File: config.mk
export PLATFORM = sky130hd
export DESIGN_NAME = uart_register_frame_master_core
export DESIGN_NICKNAME = d
export VERILOG_FILES = /design/src/hdl/urfm_pkg.sv /design/src/hdl/urfm_front.sv /design/src/hdl/urfm_jobq.sv /design/src/hdl/urfm_back.sv /design/src/hdl/uart_register_frame_master_core.sv
export SDC_FILE = /design/constraint.sdc
export NUM_CORES = 1
export LEC_CHECK = 0
export BUFFER_PORTS_ARGS = -buffer_cell sky130_fd_sc_hd__buf_2
export CORE_UTILIZATION = 40
export CTS_CLUSTER_SIZE = 28
export DETAILED_ROUTE_END_ITERATION = 7
export PLACE_DENSITY_LB_ADDON = 0.08
export SYNTH_ARGS = -nofsm -noshare
export SYNTH_HDL_FRONTEND = slang
export SYNTH_SLANG_ARGS = --single-unit
File: constraint.sdc
create_clock -name clk_i -period 7.8 [get_ports clk_i]
set_input_delay 1.56 -clock clk_i [delete_from_list [all_inputs] [get_ports clk_i]]
set_output_delay 1.56 -clock clk_i [all_outputs]
set_load 0.01 [all_outputs]
File: src/hdl/urfm_pkg.sv
// Shared types and constants of the register frame master.
package urfm_pkg;

  localparam int unsigned APB_AW = 3;
  localparam int unsigned STEP_W = 4;

  localparam logic [7:0] CMD_READ_BYTE  = 8'h58;
  localparam logic [7:0] CMD_WRITE_BYTE = 8'hA8;
  localparam logic [7:0] UNLOCK_ADDR    = 8'h1A;
  localparam logic [7:0] UNLOCK_KEY     = 8'h55;
  localparam logic [7:0] UNLOCK_PAD     = 8'h00;
  localparam logic [7:0] UNLOCK_CKSUM   =
    ~(CMD_WRITE_BYTE + UNLOCK_ADDR + UNLOCK_KEY + UNLOCK_PAD + UNLOCK_PAD);

  localparam logic [15:0] TIMEOUT_RESET = 16'd100;
  localparam logic [15:0] WAIT_MAX      = 16'hFFFF;

  // Register index taken from paddr[2].
  localparam logic REG_TIMEOUT = 1'b0;

  localparam logic [STEP_W-1:0] LAST_READ_STEP  = 4'd1;
  localparam logic [STEP_W-1:0] LAST_WRITE_STEP = 4'd11;

  typedef enum logic [1:0] {
    CMD_READ  = 2'd0,
    CMD_WRITE = 2'd1,
    CMD_RX    = 2'd2,
    CMD_TICK  = 2'd3
  } cmd_e;

  typedef enum logic [1:0] {
    ST_OK      = 2'd0,
    ST_TIMEOUT = 2'd1,
    ST_CKSUM   = 2'd2
  } status_e;

  typedef enum logic [1:0] {
    JOB_READ  = 2'd0,
    JOB_WRITE = 2'd1,
    JOB_DONE  = 2'd2
  } job_kind_e;

  typedef enum logic {
    RES_TX   = 1'b0,
    RES_DONE = 1'b1
  } res_kind_e;

  typedef struct packed {
    job_kind_e   kind;
    logic [7:0]  addr;
    logic [23:0] data;
    status_e     status;
  } job_t;

  typedef struct packed {
    res_kind_e   kind;
    logic [7:0]  tx;
    logic [23:0] data;
    status_e     status;
    logic        last;
  } res_t;

endpackage

File: src/hdl/urfm_front.sv
// Front end: accepts requests, tracks the pending read and queues frame jobs.
module urfm_front (
  input  logic                clk_i,
  input  logic                rst_ni,
  input  logic                accept_i,
  input  logic [1:0]          command_i,
  input  logic [7:0]          address_i,
  input  logic [23:0]         write_data_i,
  input  logic [7:0]          rx_byte_i,
  input  logic [15:0]         timeout_i,
  output logic                jq_push_o,
  output urfm_pkg::job_t      jq_job_o
);

  logic        pending_q, pending_d;
  logic [2:0]  count_q, count_d;
  logic [23:0] value_q, value_d;
  logic [7:0]  sum_q, sum_d;
  logic [15:0] wait_q, wait_d;
  logic [15:0] wait_inc;

  always_comb begin
    pending_d = pending_q;
    count_d   = count_q;
    value_d   = value_q;
    sum_d     = sum_q;
    wait_d    = wait_q;
    jq_push_o = 1'b0;
    jq_job_o  = '{kind: urfm_pkg::JOB_READ, addr: address_i, data: write_data_i,
                  status: urfm_pkg::ST_OK};
    wait_inc  = (wait_q < urfm_pkg::WAIT_MAX) ? wait_q + 16'd1 : wait_q;
    if (accept_i) begin
      case (urfm_pkg::cmd_e'(command_i))
        urfm_pkg::CMD_READ: begin
          if (!pending_q) begin
            jq_push_o = 1'b1;
            pending_d = 1'b1;
            count_d   = 3'd0;
            value_d   = 24'd0;
            sum_d     = urfm_pkg::CMD_READ_BYTE + address_i;
            wait_d    = 16'd0;
          end
        end
        urfm_pkg::CMD_WRITE: begin
          if (!pending_q) begin
            jq_push_o     = 1'b1;
            jq_job_o.kind = urfm_pkg::JOB_WRITE;
          end
        end
        urfm_pkg::CMD_RX: begin
          if (pending_q) begin
            if (count_q < 3'd3) begin
              case (count_q)
                3'd0:    value_d[7:0]   = rx_byte_i;
                3'd1:    value_d[15:8]  = rx_byte_i;
                default: value_d[23:16] = rx_byte_i;
              endcase
              sum_d   = sum_q + rx_byte_i;
              count_d = count_q + 3'd1;
            end else begin
              pending_d     = 1'b0;
              count_d       = 3'd0;
              jq_push_o     = 1'b1;
              jq_job_o.kind = urfm_pkg::JOB_DONE;
              if (~sum_q == rx_byte_i) begin
                jq_job_o.data   = value_q;
                jq_job_o.status = urfm_pkg::ST_OK;
              end else begin
                jq_job_o.data   = 24'd0;
                jq_job_o.status = urfm_pkg::ST_CKSUM;
              end
            end
          end
        end
        default: begin
          if (pending_q) begin
            wait_d = wait_inc;
            if (wait_inc >= timeout_i) begin
              pending_d       = 1'b0;
              count_d         = 3'd0;
              jq_push_o       = 1'b1;
              jq_job_o.kind   = urfm_pkg::JOB_DONE;
              jq_job_o.data   = 24'd0;
              jq_job_o.status = urfm_pkg::ST_TIMEOUT;
            end
          end
        end
      endcase
    end
  end

  always_ff @(posedge clk_i or negedge rst_ni) begin
    if (!rst_ni) begin
      pending_q <= 1'b0;
      count_q   <= 3'd0;
      value_q   <= 24'd0;
      sum_q     <= 8'd0;
      wait_q    <= 16'd0;
    end else begin
      pending_q <= pending_d;
      count_q   <= count_d;
      value_q   <= value_d;
      sum_q     <= sum_d;
      wait_q    <= wait_d;
    end
  end

`ifndef ASSERT_OFF
  // A read only ends by queuing its completion.
  a_end_queues_done: assert property (@(posedge clk_i) disable iff (!rst_ni)
    $fell(pending_q) |-> $past(jq_push_o && jq_job_o.kind == urfm_pkg::JOB_DONE))
    else $error("read ended without a completion job");
  a_count_range: assert property (@(posedge clk_i) disable iff (!rst_ni)
    count_q <= 3'd3)
    else $error("reply byte count out of range");
`endif

endmodule

File: src/hdl/urfm_jobq.sv
// Two-entry job queue between the front end and the frame sequencer.
module urfm_jobq (
  input  logic           clk_i,
  input  logic           rst_ni,
  input  logic           push_i,
  input  urfm_pkg::job_t job_i,
  output logic           full_o,
  input  logic           pop_i,
  output logic           empty_o,
  output urfm_pkg::job_t head_o
);

  urfm_pkg::job_t mem_q [2];
  logic           wr_ptr_q, wr_ptr_d;
  logic           rd_ptr_q, rd_ptr_d;
  logic [1:0]     cnt_q, cnt_d;

  assign full_o  = (cnt_q == 2'd2);
  assign empty_o = (cnt_q == 2'd0);
  assign head_o  = mem_q[rd_ptr_q];

  always_comb begin
    wr_ptr_d = push_i ? ~wr_ptr_q : wr_ptr_q;
    rd_ptr_d = pop_i ? ~rd_ptr_q : rd_ptr_q;
    cnt_d    = cnt_q + {1'b0, push_i} - {1'b0, pop_i};
  end

  always_ff @(posedge clk_i) begin
    if (push_i) begin
      mem_q[wr_ptr_q] <= job_i;
    end
  end

  always_ff @(posedge clk_i or negedge rst_ni) begin
    if (!rst_ni) begin
      wr_ptr_q <= 1'b0;
      rd_ptr_q <= 1'b0;
      cnt_q    <= 2'd0;
    end else begin
      wr_ptr_q <= wr_ptr_d;
      rd_ptr_q <= rd_ptr_d;
      cnt_q    <= cnt_d;
    end
  end

`ifndef ASSERT_OFF
  a_no_overflow: assert property (@(posedge clk_i) disable iff (!rst_ni)
    push_i |-> !full_o)
    else $error("job queue overflow");
  a_no_underflow: assert property (@(posedge clk_i) disable iff (!rst_ni)
    pop_i |-> !empty_o)
    else $error("job queue underflow");
`endif

endmodule

File: src/hdl/urfm_back.sv
// Frame sequencer: expands jobs into result bytes and holds the result queue.
module urfm_back (
  input  logic           clk_i,
  input  logic           rst_ni,
  input  logic           jq_empty_i,
  input  urfm_pkg::job_t head_i,
  output logic           jq_pop_o,
  input  logic           pop_i,
  output logic           empty_o,
  output urfm_pkg::res_t res_o
);

  logic [urfm_pkg::STEP_W-1:0] step_q, step_d;
  urfm_pkg::res_t res_d;
  urfm_pkg::res_t mem_q [2];
  logic           wr_ptr_q, wr_ptr_d;
  logic           rd_ptr_q, rd_ptr_d;
  logic [1:0]     cnt_q, cnt_d;
  logic           emit;
  logic           deq;
  logic [7:0]     write_cksum;

  assign empty_o = (cnt_q == 2'd0);
  assign res_o   = mem_q[rd_ptr_q];
  assign deq     = pop_i && !empty_o;
  assign emit    = !jq_empty_i && ((cnt_q != 2'd2) || deq);
  assign jq_pop_o = emit && res_d.last;

  assign write_cksum = ~(urfm_pkg::CMD_WRITE_BYTE + head_i.addr + head_i.data[7:0]
                         + head_i.data[15:8] + head_i.data[23:16]);

  always_comb begin
    res_d = '{kind: urfm_pkg::RES_TX, tx: 8'd0, data: 24'd0,
              status: urfm_pkg::ST_OK, last: 1'b0};
    unique case (head_i.kind)
      urfm_pkg::JOB_READ: begin
        res_d.tx   = (step_q == '0) ? urfm_pkg::CMD_READ_BYTE : head_i.addr;
        res_d.last = (step_q == urfm_pkg::LAST_READ_STEP);
      end
      urfm_pkg::JOB_WRITE: begin
        case (step_q)
          4'd0:    res_d.tx = urfm_pkg::CMD_WRITE_BYTE;
          4'd1:    res_d.tx = urfm_pkg::UNLOCK_ADDR;
          4'd2:    res_d.tx = urfm_pkg::UNLOCK_KEY;
          4'd3:    res_d.tx = urfm_pkg::UNLOCK_PAD;
          4'd4:    res_d.tx = urfm_pkg::UNLOCK_PAD;
          4'd5:    res_d.tx = urfm_pkg::UNLOCK_CKSUM;
          4'd6:    res_d.tx = urfm_pkg::CMD_WRITE_BYTE;
          4'd7:    res_d.tx = head_i.addr;
          4'd8:    res_d.tx = head_i.data[7:0];
          4'd9:    res_d.tx = head_i.data[15:8];
          4'd10:   res_d.tx = head_i.data[23:16];
          default: res_d.tx = write_cksum;
        endcase
        res_d.last = (step_q == urfm_pkg::LAST_WRITE_STEP);
      end
      urfm_pkg::JOB_DONE: begin
        res_d.kind   = urfm_pkg::RES_DONE;
        res_d.data   = head_i.data;
        res_d.status = head_i.status;
        res_d.last   = 1'b1;
      end
      default: begin
        res_d.last = 1'b1;
      end
    endcase
  end

  always_comb begin
    step_d = step_q;
    if (emit) begin
      step_d = res_d.last ? '0 : step_q + 4'd1;
    end
    wr_ptr_d = emit ? ~wr_ptr_q : wr_ptr_q;
    rd_ptr_d = deq ? ~rd_ptr_q : rd_ptr_q;
    cnt_d    = cnt_q + {1'b0, emit} - {1'b0, deq};
  end

  always_ff @(posedge clk_i) begin
    if (emit) begin
      mem_q[wr_ptr_q] <= res_d;
    end
  end

  always_ff @(posedge clk_i or negedge rst_ni) begin
    if (!rst_ni) begin
      step_q   <= '0;
      wr_ptr_q <= 1'b0;
      rd_ptr_q <= 1'b0;
      cnt_q    <= 2'd0;
    end else begin
      step_q   <= step_d;
      wr_ptr_q <= wr_ptr_d;
      rd_ptr_q <= rd_ptr_d;
      cnt_q    <= cnt_d;
    end
  end

`ifndef ASSERT_OFF
  a_cnt_range: assert property (@(posedge clk_i) disable iff (!rst_ni)
    cnt_q <= 2'd2)
    else $error("result queue count out of range");
  a_step_advance: assert property (@(posedge clk_i) disable iff (!rst_ni)
    (emit && !res_d.last) |=> step_q == $past(step_q) + 4'd1)
    else $error("sequencer step did not advance");
  a_step_restart: assert property (@(posedge clk_i) disable iff (!rst_ni)
    jq_pop_o |=> step_q == '0)
    else $error("sequencer step not cleared after a job");
`endif

endmodule

File: src/hdl/uart_register_frame_master_core.sv
// Top level of the register frame master: queue ports, APB register and the three parts.
//
// The block turns register requests into the byte stream of a serial register link
// and checks the replies. Every input request carries a command: a read request
// queues the read command byte and the address and opens a pending read; a write
// request queues twelve bytes, a fixed unlock frame and then the write frame with
// the address, three data bytes least significant first and an inverted-sum
// checksum; a received byte is collected only while a read is pending, and the
// fourth reply byte closes the read with a completion of status ok or checksum
// error; a time tick counts toward the timeout_ticks register and closes the read
// with status timeout when the count reaches it. Requests made while a read is
// pending, received bytes and ticks with no read pending produce nothing. The
// front end classifies one request per clock as long as its two-entry job queue
// has room, so requests may follow back to back. The frame sequencer behind it
// writes one result per clock, while it has a job and the result queue has room, into
// a two-entry result queue: a write request yields twelve results, a read request two
// and a completion one; that sequencer, one result byte a cycle, sets the sustained
// rate. The last signal marks each request's final result, if any. The timeout_ticks
// register sits at byte address 0 of the APB port and resets to 100; it should
// only be written while the block is idle.
module uart_register_frame_master_core (
  input  logic                          clk_i,
  input  logic                          rst_ni,
  // Request side.
  input  logic                          push,
  output logic                          full,
  input  logic [1:0]                    command_i,
  input  logic [7:0]                    address_i,
  input  logic [23:0]                   write_data_i,
  input  logic [7:0]                    rx_byte_i,
  // Result side.
  output logic                          empty,
  input  logic                          pop,
  output logic                          kind_o,
  output logic [7:0]                    tx_byte_o,
  output logic [23:0]                   read_data_o,
  output logic [1:0]                    status_o,
  output logic                          last_o,
  // Configuration port.
  input  logic                          psel,
  input  logic                          penable,
  input  logic                          pwrite,
  input  logic [urfm_pkg::APB_AW-1:0]   paddr,
  input  logic [31:0]                   pwdata,
  output logic [31:0]                   prdata,
  output logic                          pready
);

  logic [15:0]    timeout_q, timeout_d;
  logic           accept;
  logic           jq_push;
  urfm_pkg::job_t jq_job;
  logic           jq_full;
  logic           jq_empty;
  logic           jq_pop;
  urfm_pkg::job_t jq_head;
  urfm_pkg::res_t res;

  // A request is taken whenever the job queue has room, even one that will
  // produce no result.
  assign full   = jq_full;
  assign accept = push && !jq_full;

  // The APB port never stalls; only the timeout register is decoded.
  assign pready = 1'b1;
  assign prdata = (paddr[2] == urfm_pkg::REG_TIMEOUT) ? {16'd0, timeout_q} : 32'd0;

  always_comb begin
    timeout_d = timeout_q;
    if (psel && penable && pwrite && paddr[2] == urfm_pkg::REG_TIMEOUT) begin
      timeout_d = pwdata[15:0];
    end
  end

  always_ff @(posedge clk_i or negedge rst_ni) begin
    if (!rst_ni) begin
      timeout_q <= urfm_pkg::TIMEOUT_RESET;
    end else begin
      timeout_q <= timeout_d;
    end
  end

  urfm_front u_front (
    .clk_i        (clk_i),
    .rst_ni       (rst_ni),
    .accept_i     (accept),
    .command_i    (command_i),
    .address_i    (address_i),
    .write_data_i (write_data_i),
    .rx_byte_i    (rx_byte_i),
    .timeout_i    (timeout_q),
    .jq_push_o    (jq_push),
    .jq_job_o     (jq_job)
  );

  urfm_jobq u_jobq (
    .clk_i   (clk_i),
    .rst_ni  (rst_ni),
    .push_i  (jq_push),
    .job_i   (jq_job),
    .full_o  (jq_full),
    .pop_i   (jq_pop),
    .empty_o (jq_empty),
    .head_o  (jq_head)
  );

  urfm_back u_back (
    .clk_i      (clk_i),
    .rst_ni     (rst_ni),
    .jq_empty_i (jq_empty),
    .head_i     (jq_head),
    .jq_pop_o   (jq_pop),
    .pop_i      (pop),
    .empty_o    (empty),
    .res_o      (res)
  );

  assign kind_o      = res.kind;
  assign tx_byte_o   = res.tx;
  assign read_data_o = res.data;
  assign status_o    = res.status;
  assign last_o      = res.last;

endmodule

## Word level (Yosys, flattened, before mapping)

Memory sizes are Yosys's and may differ from the RTL's.
Cells that the tools add are included.

- Register bits after elaboration: 80
- Latch bits: 0
- Memory bits (writable): 144
- ROM bits: 0
- Word-level logic and storage cells: 158
- Memories kept: 2

Memory list:

| memory | words | bits a word | rd ports | clocked after memory_dff | wr ports | line | text |
|---|---|---|---|---|---|---|---|
| u_back.mem_q | 2 | 36 | 1 | 0 | 1 | urfm_back.sv:15 | `urfm_pkg::res_t mem_q [2];` |
| u_jobq.mem_q | 2 | 36 | 1 | 0 | 1 | urfm_jobq.sv:13 | `urfm_pkg::job_t mem_q [2];` |

- Add/sub/neg operators: 13
- $mul: 0
- Divide/modulo/power cells: 0
- Order comparisons: 3
- Equality and inequality tests: 25
- Shift operators: 0
- Muxes and demuxes: 59
- Bitwise operators: 9
- Reductions and logical operators: 32

Operators with widths:

| operator | number |
|---|---|
| 26-bit two-way mux | 7 |
| 24-bit two-way mux | 3 |
| 8-bit case mux with 9 select lines | 1 |
| 16-bit two-way mux | 4 |
| 8-bit two-way mux | 7 |
| 26-bit case mux with 2 select lines | 1 |
| 24-bit case mux with 2 select lines | 1 |
| 8-bit adder | 4 |
| 16-bit case mux with 2 select lines | 1 |
| 8-bit case mux with 2 select lines | 2 |
| 6-bit AND reduction | 4 |
| 16-bit by 1-bit adder with 16-bit output, second input constant | 1 |
| 4-bit by 3-bit == test with 1-bit output, second input constant | 4 |
| 4-bit == test, second input constant | 4 |
| 16-bit >= comparator | 1 |
| 16-bit < comparator, second input constant | 1 |
| 1-bit two-way mux | 16 |
| 8-bit inverter | 2 |
| 3-bit two-way mux | 5 |
| 2-bit two-way mux | 5 |
| 2-bit != test, second input constant | 5 |
| 2-bit OR reduction | 5 |
| 3-bit case mux with 3 select lines | 1 |
| 7-bit by 8-bit adder with 8-bit output, first input constant | 1 |
| 29 further kinds | 55 |

## Depth between registers and ports, before layout

Gate-level depths: netlist of the first run.

- Depth after elaboration: 9
- Depth in mapped cells: 18
- Mapped depth without buffers: 17

## Cells and area by module

From an unflattened synthesis of the first run, not the netlist that was laid out.

- Cells, all modules: 1,048
- Area total of the unflattened synthesis: 12,768.5 um^2

Modules (own cells, without submodules):

| module | instances | cells an instance | area each (um^2) | sequential area each (um^2) |
|---|---|---|---|---|
| urfm_front | 1 | 514 | 4,471.8 | 1,301.2 |
| urfm_back | 1 | 336 | 4,443.0 | 2,362.3 |
| urfm_jobq | 1 | 127 | 2,944.1 | 2,262.2 |
| uart_register_frame_master_core | 1 | 71 | 909.6 | 404.1 |

## Worst setup path before layout of the first run

Ideal clock, no wire load.

- Kind: register to register
- From: register u_front.wait_q[0]
- To: memory u_jobq.mem_q[1][0] (netlist bit) (enable)
- Library setup time: 433 ps
- Arrival time: 5,150 ps
- Slack: 2,217 ps
- Stages on the path, launching flop included: 14
- Cell sequence: dfrtp_1 > ha_1 > nand2_1 > or4_4 > or2_4 > and4_1 > xor2_1 > ha_1 > nand2_1 > or3_1 > or4_4 > nand4_1 > a31oi_1 > nor2b_1

- Cells in the longest elaborated chain, start to end: 9
- Elaborated cells between the ends (all ways): 10
- Those cells by class: add/sub: 1; order compare: 2; mux: 7

RTL lines:

| what | line | text |
|---|---|---|
| from (decl) | urfm_front.sv:19 | `logic [15:0] wait_q, wait_d;` |
| from (signal assigned) | urfm_front.sv:104 | `wait_q <= wait_d;` |
| 16-bit by 1-bit adder with 16-bit output / 16-bit < comparator (equally long branches) | urfm_front.sv:31 | `wait_inc = (wait_q < urfm_pkg::WAIT_MAX) ? wait_q + 16'd1 : wait_q;` |
| 16-bit two-way mux * | urfm_front.sv:31 |  |
| 16-bit >= comparator * | urfm_front.sv:78 | `if (wait_inc >= timeout_i) begin` |
| 1-bit two-way mux * | urfm_front.sv:78 |  |
| 1-bit two-way mux * | urfm_front.sv:76 | `if (pending_q) begin` |
| 1-bit case mux with 2 select lines * | urfm_front.sv:33 | `case (urfm_pkg::cmd_e'(command_i))` |
| 1-bit two-way mux * | urfm_front.sv:32 | `if (accept_i) begin` |
| 1-bit two-way mux * | urfm_jobq.sv:29 | `if (push_i) begin` |
| 1-bit two-way mux (implied by the code) * | urfm_jobq.sv:30 | `mem_q[wr_ptr_q] <= job_i;` |
| to (decl) | urfm_jobq.sv:13 |  |

Every way passes the cells marked *; elsewhere a longest branch is shown, timed or not.

## Final worst setup path of the first run

- From: register u_front.wait_q[2]
- To: memory u_jobq.mem_q[1][5] (netlist bit) (enable)

The elaborated chain is that of the path after synthesis.

==> out/results.tsv, run 1 <==
metric	value	unit
run status	complete, no violations	
largest net degree at the start of global routing	75	
Worst path slowest cell	nor2b_4	
violation count after the first detailed-route iteration	489	
synthesized area	12340	um^2
shortest clock period the worst path allows after layout	5.423	ns
via count of the first global-routing pass	7936	
detail-routed net length per standard cell	18.03	um
die area	31560	um^2
post-detailed-route DRC marker count	0	
starting utilization of the core area	41.09	%
WHS Endpoint	u_back.rd_ptr_q$_DFFE_PN0P_	
share of the clock period used by the worst path	69.53	%
TritonCTS clock tree	yes	
Max Cap Violations	0	
Layout Area Growth over Synthesis	14.39	%
highest achievable clock rate	0.1844	GHz
critical path arrival	5.57	ns
share of synthesized area occupied by flip-flops and latches	51.29	%
Bufs on Longest Clock Path	3	
switching power share of the total	36.98	%
source of the worst register-to-register timing path	u_front.wait_q[2]$_DFFE_PN0P_	
proportion of synthesized area in mux cells	8.679	%
most frequent cells in the layout	144 x edfxtp_1, 118 x buf_2, 94 x nand2_1	
H-tree Lvls	1	
Buffers on Ports	119	
Worst Setup Start Kind	flop	
total global-route track usage	18.34	%
ratio of cells with drive above 1 in the final layout	22.16	%
clock power share	21.6	%
global-route wire length before repair	44.71	mm
number of cells produced by synthesis	1066	
net count reported at finish	1329	
Worst setup EP type	flop	
via density per instance	5.253	
die extent in y	177.6	um
clock buffer count from CTS	26	
switching power	2063	uW
final routed wirelength across all metal layers	28.60	mm
total iterations of the first detailed-routing run	5	
final-layout setup total negative slack	0	ns
number of synthesized register bits	224	
buffer count from post-CTS setup fixing	0	
post-CTS resize count	0	
number of cells on the worst hold path	1	
worst clock skew	0.01910	ns
delay of the slowest cell on the worst path	0.93	ns
RSZ-0062 raised after global routing	false	
total power divided by cell area	395.1	nW/um^2
start point of the worst min-delay path	u_back.rd_ptr_q$_DFFE_PN0P_	
commonest non-fill, non-tap cell in the layout	edfxtp_1	
critical path cell sequence	nand4_2 -> nor4_1 -> nand3_1 -> nor2_1 -> nand3_1 -> o21a_1 -> ha_1 -> nand4_1 -> or3_1 -> or4_4 -> nand4_1 -> a31oi_1 -> nor2b_4	
worst setup path category	reg2reg	
Skew-Pair Late Insertion Delay	0.54	ns
most instantiated flip-flop cell in the synthesis netlist	edfxtp_1	
worst reg-to-reg path cell count	13	
final count of negative-setup-slack endpoints	0	
Max Fanout on Critical Path	36	
post-synth cell types	71	
mean instance size in the synthesized netlist	11.58	um^2
# IOs	155	
area share of xor/xnor cells in the synthesized design	2.667	%
post-synthesis adder-cell area fraction	7.908	%
cell internal power dissipation	3515	uW
Critical Path RT	7.94	ns
origin of the worst setup path	u_front.wait_q[2]$_DFFE_PN0P_	
Synth Area in Simple Gates	9.906	%
Die Span X	177.6	um
total via count after detailed routing	8332	
leakage power	0.005980	uW
Core Footprint	30030	um^2
Reg2Reg Capture Point	u_jobq.mem_q[1][5]$_DFFE_PP_	
HPWL Detailed	20.01	mm
clock root buffer	clkbuf_16	
Synth Area in Compound Gates	14.68	%
post-cts hold buffer count	0	
portion of total power attributed to sequential cells	35.4	%
utilization of the core after routing	47.00	%
asr flop ratio synth	35.71	%
total number of yosys warnings	0	
clk sinks	224	
Least-Margin Pin Slew	1.093	ns
count of antenna diodes in the layout	0	
clock slew at reported path FFs	0.06	ns
Final Hold Viols	0	
power share of the combinational group	43.0	%
number of antenna violations at the first check in global routing	0	
Hold/Removal Path Class	reg2reg	
Routability Congestion	0.8675	
count of fill cells added during filler insertion	2772	
count of nets left with antenna violations after detail routing	0	
total overflow reported by the global router	0	
EDFF count, synth	144	
Max Transition Viols Final	0	
largest vdd supply drop	201.1	uV
worst slew margin relative to its limit	26.95	%
placement row count	63	
largest family of logic cells by synthesized area	compound AO/OA/AOI/OAI gates	
reg-to-reg setup timing slack	2.38	ns
## critical path, delay by kind of cell, from the launching register on
kind	cells	cell delay, ns
DFF	1	0.56
AOI/OAI and AO/OA	2	0.47
and+or+nand+nor	10	3.68
adders and majority gates	1	0.31
## synth_stat cells (all sizes together), types with 3 or more instances
library cell / instances / area share, %
edfxtp: 144 / 35
clkbuf: 32 / 0.97
nand2b: 13 / 0.66
o22ai: 18 / 0.91
and2: 4 / 0.20
a22oi: 39 / 2.4
ha: 54 / 5.5
nor3: 15 / 0.61
o2bb2ai: 25 / 2.8
a21oi: 29 / 1.2
inv: 68 / 2.1
a22o: 5 / 0.35
buf: 31 / 1.8
nor4: 6 / 0.30
and3: 7 / 0.35
nand3: 10 / 0.49
a21o: 28 / 1.7
or2: 3 / 0.17
o21ai: 63 / 2.6
nand4: 8 / 0.70
o311ai: 4 / 0.28
fa: 15 / 2.4
nor2b: 8 / 0.41
nand2: 95 / 2.9
dfstp: 3 / 0.64
a211oi: 4 / 0.24
xor2: 16 / 1.1
mux2: 56 / 5.1
nor2: 78 / 2.4
a31oi: 4 / 0.32
or4: 3 / 0.24
o21a: 4 / 0.24
o31ai: 4 / 0.24
dfrtp: 77 / 16
xnor2: 19 / 1.3
mux2i: 44 / 3.6
## cell type report
type | count | area [um^2] | share of cell area (%)
Clock inverter | 9 | 107.6 | 0.7623
Clock buffer | 39 | 739.5 | 5.238
Multi-Input combinational cell | 726 | 5514 | 39.06
Inverter | 68 | 255.2 | 1.808
Timing Repair Buffer | 130 | 680.7 | 4.822
Sequential cell | 224 | 6331 | 44.85
Tap cell | 390 | 488.0 | 3.457
## cell families (layout without fill, tap and decap cells)
group,count (synthesis),after routing
compound gates,247,247
fa+ha+maj,69,69
buf+inv,131,246
flops,224,224
xor+xnor,36,36
mux,100,100
simple gates,257,257
other cells,2,17
## power by group through the flow
stage                     combinational (uW)  sequential [uW]  clock, uW
final                                   2400             1970       1200
after global routing                    2740             2020       1280
after CTS                               2440             1980       1240
after detailed placement                2420             2000          0
after global placement                  2400             1980          0
after floorplan                         1840             1900          0
## layer usage
layer,up-vias,GRT usage (%),share of wire [%]
met5,-,0,0
met3,39,2.699,5.3
met1,3988,28.14,50
li1,4085,-,-
met2,220,26.73,43
met4,0,4.879,2.3
## worst max-delay path by stage
stage / end / slack (ns)
floorplan: u_jobq.mem_q[1][0]$_DFFE_PP_ / 2.22
global placement: u_jobq.mem_q[1][13]$_DFFE_PP_ / 2.39
detailed placement: u_jobq.mem_q[1][2]$_DFFE_PP_ / 2.36
CTS: u_jobq.mem_q[1][5]$_DFFE_PP_ / 2.34
global route: u_jobq.mem_q[1][5]$_DFFE_PP_ / 1.79
finish: u_jobq.mem_q[1][5]$_DFFE_PP_ / 2.38
## flip-flops by register name, indices dropped and copies added (netlist names)
register	cells
u_back.mem_q	72
u_jobq.mem_q	72
u_front.value_q	24
timeout_q	16
u_front.wait_q	16
u_front.sum_q	8
u_back.step_q	4
u_front.count_q	3
u_back.cnt_q	2
u_jobq.cnt_q	2
u_back.rd_ptr_q	1
u_back.wr_ptr_q	1
u_front.pending_q	1
u_jobq.rd_ptr_q	1
u_jobq.wr_ptr_q	1
## through the flow
stage	hold slack, ns	setup slack, ns	cell area, um^2	cells	power, uW
3_3_place_gp	0.4613	2.388	13270	1538	4386
3_5_place_dp	0.4637	2.356	13270	1538	4416
6_report	0.4696	2.377	14120	1586	5578
5_1_grt	0.4913	1.787	14120	1586	6033
2_1_floorplan	0.4490	2.217	12400	1081	3735
4_1_cts	0.4746	2.343	14120	1586	5647
Power figures use the tool's default switching activity.
==> inputs of run 2 (changes only) <==
clock period = 5 ns   (was 7.8 ns; I/O delays follow)
==> run 2 against run 1 <==
Net effect:
- critical path depth up 3
- utilization up 0.86 points
- critical path type unchanged
- largest power group unchanged
- clock-buffer cell count down 11
- largest cell class unchanged
==> out/results.tsv, run 2 (synthesis gave the netlist of run 1 again) <==
metric	value	unit	change
run status	complete, no violations		
worst setup path category	reg2reg		
cell type group with the largest total delay on the critical path	simple AND/OR/NAND/NOR gates		
Bufs on Longest Clock Path	3		unchanged
clk sinks	224		unchanged
Final Hold Viols	0		unchanged
count of nets left with antenna violations after detail routing	0		unchanged
clock slew at reported path FFs	0.06	ns	about the same
RSZ-0062 raised after global routing	false		
TritonCTS clock tree	yes		
Max Fanout on Critical Path	12		-67%
clock power share	22.6	%	+1.0 points
Max Cap Violations	0		unchanged
critical path arrival	5.08	ns	-0.49 ns
switching power share of the total	36.48	%	-0.50 points
via density per instance	5.253		about the same
total via count after detailed routing	8452		+1.4%
buffer count from post-CTS setup fixing	0		unchanged
Hold/Removal Path Class	in2async		
Worst Setup Start Kind	flop		
largest net degree at the start of global routing	44		-41%
Buffers on Ports	119		unchanged
via count of the first global-routing pass	8255		+4.0%
clock buffer count from CTS	25		-3.8%
total power divided by cell area	620.7	nW/um^2	+57%
Critical Path RT	5.45	ns	-2.49 ns
Die Span X	177.6	um	unchanged
portion of total power attributed to sequential cells	34.3	%	-1.1 points
detail-routed net length per standard cell	17.96	um	-0.41%
Max Transition Viols Final	0		unchanged
highest achievable clock rate	0.2163	GHz	+17%
clock root buffer	clkbuf_16		
total iterations of the first detailed-routing run	5		unchanged
most frequent cells in the layout	144 x edfxtp_1, 118 x buf_2, 94 x nand2_1		
die area	31560	um^2	unchanged
final routed wirelength across all metal layers	28.90	mm	+1.0%
cell internal power dissipation	5667	uW	+61%
Worst path slowest cell	or4_4		
power share of the combinational group	43.2	%	+0.2 points
Routability Congestion	0.8421		-2.9%
Worst setup EP type	flop		
most prevalent standard cell on the critical path	ha_1		
Skew-Pair Late Insertion Delay	0.54	ns	about the same
delay of the slowest cell on the worst path	0.58	ns	-0.35 ns
final-layout setup total negative slack	0	ns	unchanged
HPWL Detailed	20.58	mm	+2.8%
largest vdd supply drop	305.4	uV	+52%
# IOs	155		unchanged
Core Footprint	30030	um^2	unchanged
pre-CTS setup slack	0.3774	ns	-1.978 ns
Least-Margin Pin Slew	1.118	ns	+0.02482 ns
switching power	3255	uW	+58%
sum of buffers and inverters on the critical path	1		+1
total global-route track usage	18.59	%	+0.25 points
post-detailed-route DRC marker count	0		unchanged
worst slew margin relative to its limit	25.29	%	-1.7 points
setup ws final	0.3775	ns	-1.999 ns
H-tree Lvls	1		unchanged
critical path cell sequence	nand4_2 -> or4_4 -> or2_4 -> and4_1 -> xor2_1 -> ha_1 -> nand2_1 -> or3_1 -> or4_4 -> nand4_1 -> a31oi_1 -> ha_1 -> inv_1 -> ha_1 -> xnor2_1 -> xnor2_1		
placement row count	63		unchanged
post-CTS resize count	0		unchanged
starting utilization of the core area	41.09	%	unchanged
violation count after the first detailed-route iteration	516		+5.5%
total overflow reported by the global router	0		unchanged
share of the clock period used by the worst path	92.45	%	+23 points
reg-to-reg setup timing slack	0.38	ns	-2.00 ns
shortest clock period the worst path allows after layout	4.622	ns	-0.8006 ns
leakage power	0.006120	uW	+2.3%
post-cts hold buffer count	0		unchanged
global-route wire length before repair	45.55	mm	+1.9%
ratio of cells with drive above 1 in the final layout	23.97	%	+1.8 points
die extent in y	177.6	um	unchanged
number of antenna violations at the first check in global routing	0		unchanged
net count reported at finish	1352		+1.7%
biggest registers after layout	u_back.mem_q: 72 flops, u_jobq.mem_q: 72 flops, u_front.value_q: 24 flops		
commonest non-fill, non-tap cell in the layout	edfxtp_1		
worst clock skew	0.02034	ns	+0.001238 ns
Layout Area Growth over Synthesis	16.48	%	
final count of negative-setup-slack endpoints	0		unchanged
-- run 2: final cells by class --
class                   instances  area (um^2)
clock inverters                18        256.5
inverters                      68        255.2
clock buffers                  28        646.9
multi-input cells             726         5508
flip-flops and latches        224         6331
well taps                     390        488.0
fillers                      2806        15660
diodes                          1        2.502
repair buffers                154        885.9
-- run 2: worst paths after layout --
check	start	end	cells after the start
min in group clk_i	u_back.rd_ptr_q$_DFFE_PN0P_	u_back.rd_ptr_q$_DFFE_PN0P_	1
max reg2reg	u_front.wait_q[3]$_DFFE_PN0P_	u_jobq.cnt_q[1]$_DFF_PN0_	16
max in group asynchronous	rst_ni	u_front.pending_q$_DFFE_PN0P_	2
min reg2reg	u_back.rd_ptr_q$_DFFE_PN0P_	u_back.rd_ptr_q$_DFFE_PN0P_	1
min	rst_ni	timeout_q[11]$_DFFE_PN0P_	1
max	u_front.wait_q[3]$_DFFE_PN0P_	u_jobq.cnt_q[1]$_DFF_PN0_	16
-- run 2: per-stage QoR --
step           util [%]  power, uW  area, um^2  hold slack, ns  instances
2_1_floorplan         -       5826       12400          0.4490       1081
3_3_place_gp      44.84       6925       13470          0.4605       1562
3_5_place_dp      44.84       6976       13470          0.4620       1562
4_1_cts           47.85       9033       14370          0.4601       1608
5_1_grt           47.85       9628       14370          0.4763       1608
6_report          47.86       8922       14370          0.4496       1609
-- run 2: worst reg2reg max path, delay by kind of cell, from the launching register on --
family                     cells  cell delay, ns
xor gates and xnor gates       3            0.45
and+or+nand+nor                8            2.60
DFF                            1            0.51
adders and majority gates      3            0.79
buffers and inverters          1            0.04
AOI/OAI and AO/OA              1            0.18
-- run 2: power groups by stage --
stage          sequential (uW)  combinational, uW  clock, uW
4_1_cts                   3060               3910       2060
3_5_place_dp              3100               3880          0
3_3_place_gp              3070               3850          0
6_report                  3060               3850       2010
5_1_grt                   3130               4370       2130
2_1_floorplan             2960               2870          0
-- run 2: routing by layer --
| layer | vias to the layer above | part of all wire (%) | track usage (%) |
|---|---|---|---|
| li1 | 4137 | - | - |
| met1 | 4105 | 49 | 27.61 |
| met2 | 168 | 45 | 28.52 |
| met3 | 42 | 4.2 | 2.614 |
| met4 | 0 | 1.8 | 4.345 |
| met5 | - | 0 | 0 |
